[config.mk]
export PLATFORM = sky130hd
export DESIGN_NAME = spi_display_window_writer_top_flat
export DESIGN_NICKNAME = d
export VERILOG_FILES = /design/src/sv/svw_pkg.sv /design/src/sv/svw_if.sv /design/src/sv/svw_front.sv /design/src/sv/svw_queue.sv /design/src/sv/svw_back.sv /design/src/sv/spi_display_window_writer_top.sv /design/src/flat_wrapper.sv
export SDC_FILE = /design/constraint.sdc
export NUM_CORES = 1
export LEC_CHECK = 0
export BUFFER_PORTS_ARGS = -buffer_cell sky130_fd_sc_hd__clkbuf_2
export CAP_MARGIN = 25
export CORE_ASPECT_RATIO = 0.6
export CORE_MARGIN = 4
export CORE_UTILIZATION = 55
export CTS_CLUSTER_DIAMETER = 40
export DETAILED_ROUTE_END_ITERATION = 10
export HOLD_SLACK_MARGIN = 0.06
export PLACE_DENSITY = 0.82
export SLEW_MARGIN = 30
export SYNTH_ARGS = -nofsm -noshare
export SYNTH_HDL_FRONTEND = slang
export SYNTH_SLANG_ARGS = --single-unit
[constraint.sdc]
create_clock -name clk -period 8.1 [get_ports clk]
set_input_delay 0.405 -clock clk [delete_from_list [all_inputs] [get_ports clk]]
set_output_delay 0.405 -clock clk [all_outputs]
set_load 0.05 [all_outputs]
[src/sv/svw_pkg.sv]
// ----------------------------------------------------------------------------
// svw_pkg
// Shared types and constants of the SPI display window writer.
// ----------------------------------------------------------------------------
package svw_pkg;

  localparam int ADDR_W  = 18;
  localparam int PIXEL_W = 16;
  localparam int BYTE_W  = 8;
  localparam int WORD_W  = 16;

  // Pin event codes
  localparam logic [1:0] OP_CLK_FALL = 2'd0;
  localparam logic [1:0] OP_CS_RISE  = 2'd1;
  localparam logic [1:0] OP_DC_FALL  = 2'd2;

  // Display commands
  localparam logic [BYTE_W-1:0] CMD_COLUMN_SET   = 8'h2A;
  localparam logic [BYTE_W-1:0] CMD_ROW_SET      = 8'h2B;
  localparam logic [BYTE_W-1:0] CMD_MEMORY_WRITE = 8'h2C;

  localparam logic [WORD_W-1:0] Y_LIMIT = 16'hFFFF;

  localparam int QUEUE_DEPTH = 2;
  localparam int QUEUE_AW    = $clog2(QUEUE_DEPTH);

  typedef enum logic [1:0] {
    EV_NONE,
    EV_BYTE,
    EV_ACT
  } ev_kind_t;

  typedef struct packed {
    ev_kind_t          kind;
    logic [BYTE_W-1:0] data;
    logic              dc;
  } pin_event_t;

  typedef struct packed {
    logic       push;
    pin_event_t ev;
  } queue_push_t;

  typedef struct packed {
    logic       valid;
    pin_event_t ev;
  } queue_head_t;

endpackage

[src/sv/svw_if.sv]
// ----------------------------------------------------------------------------
// svw_if
// Valid/ready channels of the SPI display window writer.
// ----------------------------------------------------------------------------
interface svw_in_if;
  logic       valid;
  logic       ready;
  logic [1:0] operation;
  logic       mosi_bit;
  logic       dc_level;
  logic       cs_level;

  modport source (output valid, output operation, output mosi_bit, output dc_level,
                  output cs_level, input ready);
  modport sink   (input valid, input operation, input mosi_bit, input dc_level,
                  input cs_level, output ready);
endinterface

interface svw_out_if;
  logic                        valid;
  logic                        ready;
  logic                        write_enable;
  logic [svw_pkg::ADDR_W-1:0]  write_address;
  logic [svw_pkg::PIXEL_W-1:0] pixel_value;
  logic                        frame_ready;

  modport source (output valid, output write_enable, output write_address,
                  output pixel_value, output frame_ready, input ready);
  modport sink   (input valid, input write_enable, input write_address,
                  input pixel_value, input frame_ready, output ready);
endinterface

[src/sv/svw_front.sv]
// ----------------------------------------------------------------------------
// svw_front
// Accepts pin events, assembles serial bytes and classifies each event.
// ----------------------------------------------------------------------------
module svw_front (
  input  logic                 clk,
  input  logic                 rst,
  svw_in_if.sink               pin,
  input  logic                 queue_full,
  output svw_pkg::queue_push_t push
);
  import svw_pkg::*;

  logic [BYTE_W-1:0] shift_byte, shift_byte_next;
  logic [2:0]        bit_count, bit_count_next;
  logic              accept;

  assign pin.ready = !queue_full;
  assign accept    = pin.valid && pin.ready;

  always_comb begin
    shift_byte_next = shift_byte;
    bit_count_next  = bit_count;
    push.push       = accept;
    push.ev.kind    = EV_NONE;
    push.ev.dc      = pin.dc_level;
    push.ev.data    = {shift_byte[BYTE_W-2:0], pin.mosi_bit};
    if (accept) begin
      unique case (pin.operation)
        OP_CLK_FALL: begin
          if (!pin.cs_level) begin
            shift_byte_next = {shift_byte[BYTE_W-2:0], pin.mosi_bit};
            bit_count_next  = bit_count + 3'd1;
            // eighth bit completes the byte
            if (bit_count == 3'd7) begin
              push.ev.kind = EV_BYTE;
            end
          end
        end
        OP_CS_RISE: begin
          shift_byte_next = '0;
          bit_count_next  = '0;
          push.ev.kind    = EV_ACT;
        end
        OP_DC_FALL: begin
          push.ev.kind = EV_ACT;
        end
        default: begin
        end
      endcase
    end
  end

  always_ff @(posedge clk) begin
    if (rst) begin
      shift_byte <= '0;
      bit_count  <= '0;
    end else begin
      shift_byte <= shift_byte_next;
      bit_count  <= bit_count_next;
    end
  end

endmodule

[src/sv/svw_queue.sv]
// ----------------------------------------------------------------------------
// svw_queue
// Short event queue between the front and back parts.
// ----------------------------------------------------------------------------
module svw_queue (
  input  logic                 clk,
  input  logic                 rst,
  input  svw_pkg::queue_push_t push,
  output logic                 full,
  input  logic                 pop,
  output svw_pkg::queue_head_t head
);
  import svw_pkg::*;

  pin_event_t          entries [QUEUE_DEPTH];
  logic [QUEUE_AW-1:0] wr_ptr;
  logic [QUEUE_AW-1:0] rd_ptr;
  logic [QUEUE_AW:0]   count;

  assign full       = (count == (QUEUE_AW+1)'(QUEUE_DEPTH));
  assign head.valid = (count != '0);
  assign head.ev    = entries[rd_ptr];

  always_ff @(posedge clk) begin
    if (push.push) begin
      entries[wr_ptr] <= push.ev;
    end
  end

  always_ff @(posedge clk) begin
    if (rst) begin
      wr_ptr <= '0;
      rd_ptr <= '0;
      count  <= '0;
    end else begin
      if (push.push) begin
        wr_ptr <= wr_ptr + 1'b1;
      end
      if (pop) begin
        rd_ptr <= rd_ptr + 1'b1;
      end
      unique case ({push.push, pop})
        2'b10:   count <= count + 1'b1;
        2'b01:   count <= count - 1'b1;
        default: count <= count;
      endcase
    end
  end

`ifndef ASSERT_OFF
  a_count_bound: assert property (@(posedge clk) disable iff (rst)
    count <= (QUEUE_AW+1)'(QUEUE_DEPTH))
    else $error("queue count above depth");
  a_no_overflow: assert property (@(posedge clk) disable iff (rst)
    push.push |-> !full)
    else $error("push into a full queue");
  a_no_underflow: assert property (@(posedge clk) disable iff (rst)
    pop |-> head.valid)
    else $error("pop from an empty queue");
`endif

endmodule

[src/sv/svw_back.sv]
// ----------------------------------------------------------------------------
// svw_back
// Executes byte and command events: window setup, pixel writes, result register.
// ----------------------------------------------------------------------------
module svw_back #(
  parameter int FRAME_WIDTH  = 480,
  parameter int FRAME_HEIGHT = 320
) (
  input  logic                 clk,
  input  logic                 rst,
  input  svw_pkg::queue_head_t head,
  output logic                 pop,
  svw_out_if.source            frame
);
  import svw_pkg::*;

  localparam logic [WORD_W-1:0] FrameW = WORD_W'(FRAME_WIDTH);
  localparam logic [WORD_W-1:0] FrameH = WORD_W'(FRAME_HEIGHT);

  logic [BYTE_W-1:0] command_code, command_code_next;
  logic [2:0]        data_count, data_count_next;
  logic [BYTE_W-1:0] staged_bytes [4];
  logic              stage_we;
  logic [BYTE_W-1:0] pixel_high;
  logic              pixel_high_we;
  logic              pixel_phase, pixel_phase_next;
  logic [WORD_W-1:0] x_start, x_start_next, x_end, x_end_next;
  logic [WORD_W-1:0] y_start, y_start_next, y_end, y_end_next;
  logic [WORD_W-1:0] x_position, x_position_next, y_position, y_position_next;
  logic              done_flag, done_flag_next;

  logic              take;
  logic              we_c;
  logic [31:0]       row_base;
  logic [ADDR_W-1:0] addr_c;

  logic               out_valid;
  logic               out_we;
  logic [ADDR_W-1:0]  out_addr;
  logic [PIXEL_W-1:0] out_pixel;
  logic               out_ready_flag;

  assign take = head.valid && (!out_valid || frame.ready);
  assign pop  = take;

  assign row_base = 32'(y_position) * 32'(FRAME_WIDTH);
  assign addr_c   = ADDR_W'(row_base + 32'(x_position));

  always_comb begin
    command_code_next = command_code;
    data_count_next   = data_count;
    pixel_phase_next  = pixel_phase;
    x_start_next      = x_start;
    x_end_next        = x_end;
    y_start_next      = y_start;
    y_end_next        = y_end;
    x_position_next   = x_position;
    y_position_next   = y_position;
    done_flag_next    = done_flag;
    stage_we          = 1'b0;
    pixel_high_we     = 1'b0;
    we_c              = 1'b0;
    if (take) begin
      unique case (head.ev.kind)
        EV_BYTE: begin
          if (!head.ev.dc) begin
            command_code_next = head.ev.data;
          end else if (command_code == CMD_MEMORY_WRITE) begin
            if (!pixel_phase) begin
              pixel_high_we    = 1'b1;
              pixel_phase_next = 1'b1;
            end else begin
              pixel_phase_next = 1'b0;
              we_c = (x_position < FrameW) && (y_position < FrameH);
              // step along the row, wrap to the next row at the right edge
              if (x_position >= x_end) begin
                x_position_next = x_start;
                if (y_position != Y_LIMIT) begin
                  y_position_next = y_position + 16'd1;
                end
              end else begin
                x_position_next = x_position + 16'd1;
              end
            end
          end else if (!data_count[2]) begin
            stage_we        = 1'b1;
            data_count_next = data_count + 3'd1;
          end
        end
        EV_ACT: begin
          priority if (command_code == CMD_COLUMN_SET && data_count[2]) begin
            x_start_next    = {staged_bytes[0], staged_bytes[1]};
            x_end_next      = {staged_bytes[2], staged_bytes[3]};
            x_position_next = {staged_bytes[0], staged_bytes[1]};
          end else if (command_code == CMD_ROW_SET && data_count[2]) begin
            y_start_next    = {staged_bytes[0], staged_bytes[1]};
            y_end_next      = {staged_bytes[2], staged_bytes[3]};
            y_position_next = {staged_bytes[0], staged_bytes[1]};
          end else if (command_code == CMD_MEMORY_WRITE) begin
            if (y_position >= y_end && x_position >= x_end) begin
              done_flag_next = 1'b1;
            end
          end else begin
          end
          data_count_next  = '0;
          pixel_phase_next = 1'b0;
        end
        default: begin
        end
      endcase
    end
  end

  always_ff @(posedge clk) begin
    if (stage_we) begin
      staged_bytes[data_count[1:0]] <= head.ev.data;
    end
    if (pixel_high_we) begin
      pixel_high <= head.ev.data;
    end
  end

  always_ff @(posedge clk) begin
    if (rst) begin
      command_code <= '0;
      data_count   <= '0;
      pixel_phase  <= 1'b0;
      x_start      <= '0;
      x_end        <= '0;
      y_start      <= '0;
      y_end        <= '0;
      x_position   <= '0;
      y_position   <= '0;
      done_flag    <= 1'b0;
    end else begin
      command_code <= command_code_next;
      data_count   <= data_count_next;
      pixel_phase  <= pixel_phase_next;
      x_start      <= x_start_next;
      x_end        <= x_end_next;
      y_start      <= y_start_next;
      y_end        <= y_end_next;
      x_position   <= x_position_next;
      y_position   <= y_position_next;
      done_flag    <= done_flag_next;
    end
  end

  // Result register: load a new transaction whenever the slot is free
  always_ff @(posedge clk) begin
    if (rst) begin
      out_valid <= 1'b0;
    end else if (!out_valid || frame.ready) begin
      out_valid <= take;
    end
  end

  always_ff @(posedge clk) begin
    if (take) begin
      out_we         <= we_c;
      out_addr       <= we_c ? addr_c : '0;
      out_pixel      <= we_c ? {pixel_high, head.ev.data} : '0;
      out_ready_flag <= done_flag_next;
    end
  end

  assign frame.valid         = out_valid;
  assign frame.write_enable  = out_we;
  assign frame.write_address = out_addr;
  assign frame.pixel_value   = out_pixel;
  assign frame.frame_ready   = out_ready_flag;

`ifndef ASSERT_OFF
  a_done_sticky: assert property (@(posedge clk) disable iff (rst)
    done_flag |=> done_flag)
    else $error("done flag dropped");
  a_stage_bound: assert property (@(posedge clk) disable iff (rst)
    data_count <= 3'd4)
    else $error("staged byte count above four");
`endif

endmodule

[src/sv/spi_display_window_writer_top.sv]
// ----------------------------------------------------------------------------
// spi_display_window_writer_top
// Display-side SPI decoder that turns window and memory-write traffic into
// frame memory writes.
// ----------------------------------------------------------------------------
// Each pin event gives exactly one result transaction. The block takes one event
// per clock cycle and returns one result per cycle while the sink keeps up; each
// event is registered in the queue and its result in the result register before
// the sink sees it. That rate is set by the back part, which updates the window
// and position registers and forms the write address (one multiply by the frame
// width and one add) for each event taken. A two-entry queue between the byte
// assembler and the back part, plus the result register, lets either side stall
// without losing events.
module spi_display_window_writer_top #(
  parameter int FRAME_WIDTH  = 480,
  parameter int FRAME_HEIGHT = 320
) (
  input logic       clk,
  input logic       rst,
  svw_in_if.sink    pin,
  svw_out_if.source frame
);
  import svw_pkg::*;

  queue_push_t push;
  queue_head_t head;
  logic        queue_full;
  logic        pop;

  svw_front u_front (
    .clk        (clk),
    .rst        (rst),
    .pin        (pin),
    .queue_full (queue_full),
    .push       (push)
  );

  svw_queue u_queue (
    .clk  (clk),
    .rst  (rst),
    .push (push),
    .full (queue_full),
    .pop  (pop),
    .head (head)
  );

  svw_back #(
    .FRAME_WIDTH  (FRAME_WIDTH),
    .FRAME_HEIGHT (FRAME_HEIGHT)
  ) u_back (
    .clk   (clk),
    .rst   (rst),
    .head  (head),
    .pop   (pop),
    .frame (frame)
  );

endmodule
[src/flat_wrapper.sv]
// flat-port wrapper written by rule: the top's interface ports become plain ports
module spi_display_window_writer_top_flat import svw_pkg::*;
#(
  parameter int FRAME_WIDTH  = 480,
  parameter int FRAME_HEIGHT = 320
)
  (clk, rst, pin_valid, pin_operation, pin_mosi_bit, pin_dc_level, pin_cs_level, pin_ready, frame_valid, frame_write_enable, frame_write_address, frame_pixel_value, frame_frame_ready, frame_ready);
  svw_in_if pin_i ();
  svw_out_if frame_i ();
  input logic clk;
  input logic rst;
  input wire logic [$bits(pin_i.valid)-1:0] pin_valid;
  input wire logic [$bits(pin_i.operation)-1:0] pin_operation;
  input wire logic [$bits(pin_i.mosi_bit)-1:0] pin_mosi_bit;
  input wire logic [$bits(pin_i.dc_level)-1:0] pin_dc_level;
  input wire logic [$bits(pin_i.cs_level)-1:0] pin_cs_level;
  output wire logic [$bits(pin_i.ready)-1:0] pin_ready;
  output wire logic [$bits(frame_i.valid)-1:0] frame_valid;
  output wire logic [$bits(frame_i.write_enable)-1:0] frame_write_enable;
  output wire logic [$bits(frame_i.write_address)-1:0] frame_write_address;
  output wire logic [$bits(frame_i.pixel_value)-1:0] frame_pixel_value;
  output wire logic [$bits(frame_i.frame_ready)-1:0] frame_frame_ready;
  input wire logic [$bits(frame_i.ready)-1:0] frame_ready;
  assign pin_i.valid = pin_valid;
  assign pin_i.operation = pin_operation;
  assign pin_i.mosi_bit = pin_mosi_bit;
  assign pin_i.dc_level = pin_dc_level;
  assign pin_i.cs_level = pin_cs_level;
  assign pin_ready = pin_i.ready;
  assign frame_valid = frame_i.valid;
  assign frame_write_enable = frame_i.write_enable;
  assign frame_write_address = frame_i.write_address;
  assign frame_pixel_value = frame_i.pixel_value;
  assign frame_frame_ready = frame_i.frame_ready;
  assign frame_i.ready = frame_ready;
  spi_display_window_writer_top #(.FRAME_WIDTH(FRAME_WIDTH), .FRAME_HEIGHT(FRAME_HEIGHT)) u_core (.clk(clk), .rst(rst), .pin(pin_i), .frame(frame_i));
endmodule
## Word-level counts from Yosys, hierarchy flattened

Memory sizes are Yosys's and may differ from the RTL's. A register that Yosys moved wholly into a read port is not among the register bits.
Cells that the tools add are included.

| word-level totals | value |
|---|---|
| bits in registers | 152 |
| RAM bits | 54 |
| bits of input ports | 9 |
| output and inout bits | 38 |
| word-level logic and storage cells | 143 |
| memories | 2 |

Memory list:

| memory | depth | bits a word | rd ports | clocked after Yosys merged registers in | wr ports | RTL line | source |
|---|---|---|---|---|---|---|---|
| u_core.u_back.staged_bytes | 4 | 8 | 4 | 0 | 1 | svw_back.sv:22 | `logic [BYTE_W-1:0] staged_bytes [4];` |
| u_core.u_queue.entries | 2 | 11 | 1 | 1 | 1 | svw_queue.sv:15 | `pin_event_t entries [QUEUE_DEPTH];` |

| cells by class | value |
|---|---|
| add/subtract/negate cells | 9 |
| multiply operators | 1 |
| order comparisons | 4 |
| eq/ne operators | 23 |
| muxes and demuxes | 57 |
| bitwise operators | 2 |
| reduce and logical (&&, ||, !) cells | 24 |

Operator list:

| cell | count |
|---|---|
| $mux W16 | 12 |
| $pmux W16 S2 | 2 |
| $add A16 B1 Y16 const B | 2 |
| $ge A16 B16 Y1 | 2 |
| $lt A16 B9 Y1 const B | 2 |
| $mux W1 | 31 |
| $eq A8 B6 Y1 const B | 3 |
| $ne A2 B2 Y1 const B | 11 |
| $add A18 B16 Y18 | 1 |
| $mul A16 B4 Y13 const B | 1 |
| $ne A16 B16 Y1 const B | 1 |
| $pmux W7 S2 | 1 |
| $mux W3 | 4 |
| $pmux W3 S2 | 2 |
| $reduce_and A4 Y1 | 3 |
| $reduce_and A3 Y1 | 3 |
| $reduce_and A9 Y1 | 1 |
| $eq A2 B2 Y1 const B | 4 |
| $pmux W2 S2 | 2 |
| $reduce_bool A2 Y1 | 4 |
| $mux W7 | 1 |
| $add A3 B1 Y3 const B | 2 |
| $eq A2 B1 Y1 const B | 3 |
| $logic_and A1 B1 Y1 | 6 |
| other kinds (13) | 16 |

## Logic depth before layout (Yosys ltp)

| logic depth | value |
|---|---|
| word-level depth | 8 |
| depth in mapped cells | 17 |
| mapped depth without buffers | 17 |

## Hierarchy

Synthesis repeated with hierarchy kept, for this count alone.

| unflattened totals | value |
|---|---|
| cell total of the unflattened synthesis | 1102 |
| area, all modules | 11118.2 um2 |

By module, submodules not included:

| module | instances | cells each | area each (um2) | sequential area each (um2) |
|---|---|---|---|---|
| svw_back | 1 | 983 | 9556.7 | 4164.0 |
| svw_queue | 1 | 56 | 997.2 | 760.7 |
| svw_front | 1 | 63 | 564.3 | 200.2 |

## Worst setup path after synthesis

OpenSTA, ideal clock, no wires.

| path | value |
|---|---|
| path kind | register -> register |
| from | register u_core.u_back.y_position[2] |
| to | register u_core.u_back.out_addr[15] (netlist: u_core.u_back.frame.write_address[15]) (data pin) |
| setup time | 0.281 ns |
| data arrival time | 3.806 ns |
| data required time | 7.819 ns |
| setup slack | 4.013 ns |
| cell stages (with the launch flop) | 16 |
| path buffers | 0 |
| period minus slack after synthesis | 4.087 ns |
| cells stage by stage | dfxtp_1 fa_1 fa_1 inv_1 fa_1 nor2b_1 o21a_1 nor2_1 xnor2_1 ha_1 or4_1 o21ai_0 a31oi_1 a21o_1 a211oi_1 a2111oi_2 |

| on the way | value |
|---|---|
| word-level cells in the longest chain between the ends | 7 |
| elaborated cells on any way between the ends | 9 |
| those cells by class | add/sub (1); mul (1); order compare (1); mux (5); reduce/logical (1) |

RTL lines:

| element | RTL line | source |
|---|---|---|
| from (decl) | svw_back.sv:29 | `logic [WORD_W-1:0] x_position, x_position_next, y_position, y_position_next;` |
| from (signal assigned) | svw_back.sv:144 | `y_position <= y_position_next;` |
| parallel branches: the longest is 7 deep, another holds $add A18 B16 Y18 | - |  |
| to (signal assigned) | svw_back.sv:161 | `out_addr <= we_c ? addr_c : '0;` |
| to (decl) | svw_back.sv:39 | `logic [ADDR_W-1:0] out_addr;` |

Several ways; the timed one is not identified.
A chain may end at the register's enable or synchronous reset.

## Worst setup path in the final report

| path | value |
|---|---|
| from | register u_core.u_back.y_position[3] |
| to | register u_core.u_back.out_addr[17] (netlist: u_core.u_back.frame.write_address[17]) (data pin) |

The elaborated chain is that of the path after synthesis.

==> reports/summary.log <==
qor: outcome.status finished, final reports clean
qor: routing.firstDrtPassIters 6
qor: routing.drc 0
qor: global_routing.global_route_wire_length_before_repair 44.9 mm
qor: floorplanning.die_outline_area 0.0223 sq mm
qor: global_routing.grt-ovfl-total 0
qor: routing.top_layer met4
qor: cts.cts_max_path_buffers 3
qor: routing.num_vias 8750
qor: cts.clk_pin_slew 0.07 ns
qor: layout.drive_gt1_frac 0.0977
qor: timing.slew_of_the_pin_with_the_lowest_slew_margin 1.01 ns
qor: setup_path.worst-setup-path-type reg2reg
qor: routing.detail_route.wl_per_cell 19.5 um
qor: placed_design.post-dp-hpwl 19.6 mm
qor: floorplanning.starting_density 0.568
qor: timing.relSlewSlack 0.322
qor: synthesis.synthDistinctLibCells 69
qor: synthesis.post_synth_instance_area 0.0109 sq mm
qor: synthesis.synth_enable_flop_cells 98
qor: global_routing.grt_max_degree 68
qor: routing.wl 28.0 mm
qor: setup_path.cp.arrival 4.96 ns
qor: cts.htree_levels 1
qor: synthesis.avgSynthCellArea 9.72 sq um
qor: layout.finish.instance_area 0.0122 sq mm
qor: routing.met3_wirelength 3.48 mm
qor: synthesis.synthesis.yosys.warnings 0
qor: placed_design.gp_congestion 0.932
qor: routing.drt_iter0_markers 1097
qor: cts.postCtsResizedCells 0
qor: layout.fin_nets 1257
qor: timing.grt_setup_unrepaired no
qor: worst_hold_path.worstHoldPathCells 1
qor: floorplanning.row_count 39
qor: timing.max_slew_vio_count 0
qor: cts.clockRootBuffer sky130_fd_sc_hd__clkbuf_16
qor: setup_path.critical-path-max-stage-delay 0.53 ns
qor: routing.wl_met2 11.1 mm
qor: floorplanning.io_pins 47
qor: routing.avgViaCountPerCell 6.10
qor: cts.clock-sinks 207
qor: setup_path.crit_path_cell_trace inv_1 > fa_1 > fa_1 > inv_1 > ha_1 > a21oi_1 > o21ai_0 > xor2_1 > ha_1 > o21a_1 > o21ai_0 > a31oi_1 > a211oi_1 > nor3_1 > xnor2_1 > nor2_1
qor: timing.finalSetupTns 0 ns
qor: synthesis.synth_seq_cells 207
qor: synthesis.synthArstFlopShare 0
qor: run.max-cap-violations 0
qor: timing.final_setup_violation_count 0
qor: cts.insertion_delay 0.53 ns
qor: global_routing.grt_antenna_before_repair 0
qor: floorplanning.dieHeight 117 um
qor: placed_design.io_buffer_count 46
qor: cts.tritoncts done
qor: setup_path.critPathSlowestCell sky130_fd_sc_hd__dfxtp_1
qor: setup_path.cp_max_fo 8
qor: power_and_ir_drop.total_leakage_power 0.00467 uW
qor: timing.final.period_utilization 0.580
qor: synthesis.synth_flop_cell sky130_fd_sc_hd__dfxtp_1
qor: timing.fmax 213 MHz
qor: timing.final_hold_viols 0
qor: synthesis.seq_area_frac_synth 0.468
qor: power_and_ir_drop.worst_ir_drop_vdd 0.000333 V
qor: global_routing.via_count_of_the_first_global_routing_pass 8248
qor: setup_path.worst_ep_required_time 8.36 ns
qor: cts.number_of_buffers_created_by_cts 24
qor: floorplanning.core_area 0.0193 sq mm
qor: timing.timing.final.crit_period 4.70 ns
qor: power_and_ir_drop.power_per_cell_area 326 mW/mm^2
qor: worst_hold_path.hp-class in2reg
qor: timing.worst_clock_skew 0.0237 ns
qor: placed_design.dpl-instance-area 0.0114 sq mm
qor: setup_path.kind_of_start_point_of_the_critical_path register
qor: layout.flow.area_growth_from_synthesis 11.4%
qor: setup_path.endpoint_kind register
qor: routing.antenna_left 0
qor: global_routing.grt.total_usage 0.253
qor: synthesis.synth_cells 1126
qor: setup_path.ff2ff_path_depth 16
qor: routing.detail_route.wirelength.met1 12.5 mm
qor: synthesis.mappedNetlistNets 1234
qor: floorplanning.die_width 190 um
## power by group
| group | switching [uW] | internal [uW] | total, uW |
|---|---|---|---|
| registers | 136 | 1280 | 1420 |
| clock network | 473 | 624 | 1100 |
| logic | 1080 | 382 | 1460 |
## logic make-up (layout without fill, tap and decap cells)
family | Yosys count | count (layout) | share of synthesized area
buf+inv | 137 | 178 | 0.0486
flops | 207 | 207 | 0.468
fa+ha+maj | 99 | 99 | 0.127
xor+xnor | 41 | 41 | 0.0328
simple gates | 386 | 386 | 0.169
compound gates | 238 | 238 | 0.137
mux | 18 | 18 | 0.0168
other cells | 0 | 2 | 0
## per-layer routing
metal  up-vias  track usage
met4         0       0.0771
met2       512        0.363
li1       4031            -
met5         -            0
met1      4126        0.373
met3        81       0.0753
## stage by stage
step	total power (uW)	cells	hold WS (ns)	setup slack (ns)	utilization
3_5_place_dp	2820	1388	0.446	3.47	0.589
3_3_place_gp	2790	1388	0.437	3.75	0.588
2_1_floorplan	2410	1126	0.426	4.01	-
4_1_cts	3930	1433	0.0822	3.46	0.631
6_report	3980	1435	0.0931	3.40	0.632
5_1_grt	4150	1433	0.0863	3.18	0.632
## flip-flops by register name, indices dropped and copies added, names as in the netlist, 16 cells and up, named ones only
signal,cells
u_core.u_back.y_end,16
u_core.u_back.y_position,16
u_core.u_back.x_end,16
u_core.u_back.x_start,16
u_core.u_back.staged_bytes,32
u_core.u_back.x_position,16
u_core.u_back.frame.pixel_value,16
u_core.u_back.frame.write_address,18
u_core.u_queue.entries,22
## Yosys cell counts (6+ instances only)
library cell,count,area share
sky130_fd_sc_hd__nand2_1,145,0.050
sky130_fd_sc_hd__dfxtp_1,109,0.20
sky130_fd_sc_hd__edfxtp_1,98,0.27
sky130_fd_sc_hd__a21oi_1,94,0.043
sky130_fd_sc_hd__nor2_1,88,0.030
sky130_fd_sc_hd__ha_1,79,0.090
sky130_fd_sc_hd__inv_1,76,0.026
sky130_fd_sc_hd__clkbuf_1,47,0.016
sky130_fd_sc_hd__o21ai_0,32,0.015
sky130_fd_sc_hd__nand3_1,30,0.014
sky130_fd_sc_hd__a31oi_1,24,0.014
sky130_fd_sc_hd__xnor2_1,21,0.017
sky130_fd_sc_hd__and2_1,20,0.011
sky130_fd_sc_hd__fa_1,20,0.037
sky130_fd_sc_hd__xor2_1,20,0.016
sky130_fd_sc_hd__o211ai_1,17,0.012
sky130_fd_sc_hd__mux2i_1,15,0.014
sky130_fd_sc_hd__nand4_1,14,0.0080
sky130_fd_sc_hd__a21o_1,12,0.0082
sky130_fd_sc_hd__and3_1,12,0.0069
sky130_fd_sc_hd__nor3_1,12,0.0055
sky130_fd_sc_hd__nor4_1,12,0.0069
sky130_fd_sc_hd__nor3b_1,10,0.0069
sky130_fd_sc_hd__nor2b_1,9,0.0051
sky130_fd_sc_hd__o31ai_1,9,0.0062
sky130_fd_sc_hd__o21a_1,8,0.0055
sky130_fd_sc_hd__a211oi_1,7,0.0048
sky130_fd_sc_hd__a41oi_1,7,0.0056
sky130_fd_sc_hd__nand2b_1,7,0.0040
sky130_fd_sc_hd__or3_1,7,0.0040
sky130_fd_sc_hd__o31a_1,6,0.0048
## path summary, 6_finish.rpt
kind                                    start                               endpoint  slack [ns]
hold / removal                   pin_mosi_bit           u_core.u_queue.entries[1][1]        0.09
setup reg to reg  u_core.u_back.y_position[3]  u_core.u_back.frame.write_address[17]        3.40
hold reg to reg        u_core.u_back.x_end[3]                 u_core.u_back.x_end[3]        0.46
setup / recovery  u_core.u_back.y_position[3]  u_core.u_back.frame.write_address[17]        3.40
## placed cells by master (no fill, tap or decap), types with 6 or more instances in the layout
cell | synthesis | routed
sky130_fd_sc_hd__a31oi_1 | 24 | 24
sky130_fd_sc_hd__a41oi_1 | 7 | 7
sky130_fd_sc_hd__o21ai_0 | 32 | 32
sky130_fd_sc_hd__and3_1 | 12 | 12
sky130_fd_sc_hd__a21o_1 | 12 | 12
sky130_fd_sc_hd__nand2b_1 | 7 | 7
sky130_fd_sc_hd__xnor2_1 | 21 | 21
sky130_fd_sc_hd__o31ai_1 | 9 | 9
sky130_fd_sc_hd__o211ai_1 | 17 | 17
sky130_fd_sc_hd__clkbuf_2 | 0 | 45
sky130_fd_sc_hd__nand4_1 | 14 | 14
sky130_fd_sc_hd__ha_1 | 79 | 78
sky130_fd_sc_hd__nor2_1 | 88 | 85
sky130_fd_sc_hd__clkbuf_16 | 0 | 25
sky130_fd_sc_hd__mux2i_1 | 15 | 15
sky130_fd_sc_hd__nand2_1 | 145 | 145
sky130_fd_sc_hd__buf_4 | 2 | 7
sky130_fd_sc_hd__inv_6 | 0 | 7
sky130_fd_sc_hd__o21a_1 | 8 | 8
sky130_fd_sc_hd__dfxtp_1 | 109 | 109
sky130_fd_sc_hd__nand3_1 | 30 | 30
sky130_fd_sc_hd__edfxtp_1 | 98 | 98
sky130_fd_sc_hd__xor2_1 | 20 | 20
sky130_fd_sc_hd__or3_1 | 7 | 6
sky130_fd_sc_hd__a21oi_1 | 94 | 93
sky130_fd_sc_hd__o31a_1 | 6 | 6
sky130_fd_sc_hd__fa_1 | 20 | 20
sky130_fd_sc_hd__a211oi_1 | 7 | 7
sky130_fd_sc_hd__nor2b_1 | 9 | 9
sky130_fd_sc_hd__and2_1 | 20 | 20
sky130_fd_sc_hd__nor3b_1 | 10 | 10
sky130_fd_sc_hd__nor4_1 | 12 | 12
sky130_fd_sc_hd__nor3_1 | 12 | 11
sky130_fd_sc_hd__inv_1 | 76 | 76
## layout make-up
class / instances / area, sq um
multi-input combinational: 782 / 5320
fill: 1543 / 7090
inverter: 80 / 303
antenna: 2 / 5.00
timing repair buffer: 54 / 293
clock buffer: 29 / 651
sequential: 207 / 5120
clock inverter: 15 / 155
tap: 266 / 333
## critical path, delay by kind of cell, from the launching register on
| family | cells | cell delay [ns] |
|---|---|---|
| adders and majority gates | 4 | 1.75 |
| AOI/OAI and AO/OA | 6 | 1.36 |
| DFF | 1 | 0.53 |
| xor gates and xnor gates | 2 | 0.35 |
| and+or+nand+nor | 2 | 0.25 |
| buffers and inverters | 2 | 0.20 |
## repair_timing
item	4_1_cts	5_1_grt
hold buffers	1	0
endpoints found under the hold margin	2	0
buffers inserted	0	0
endpoints found under the setup margin	0	0
(Power assumes the default switching activity.)
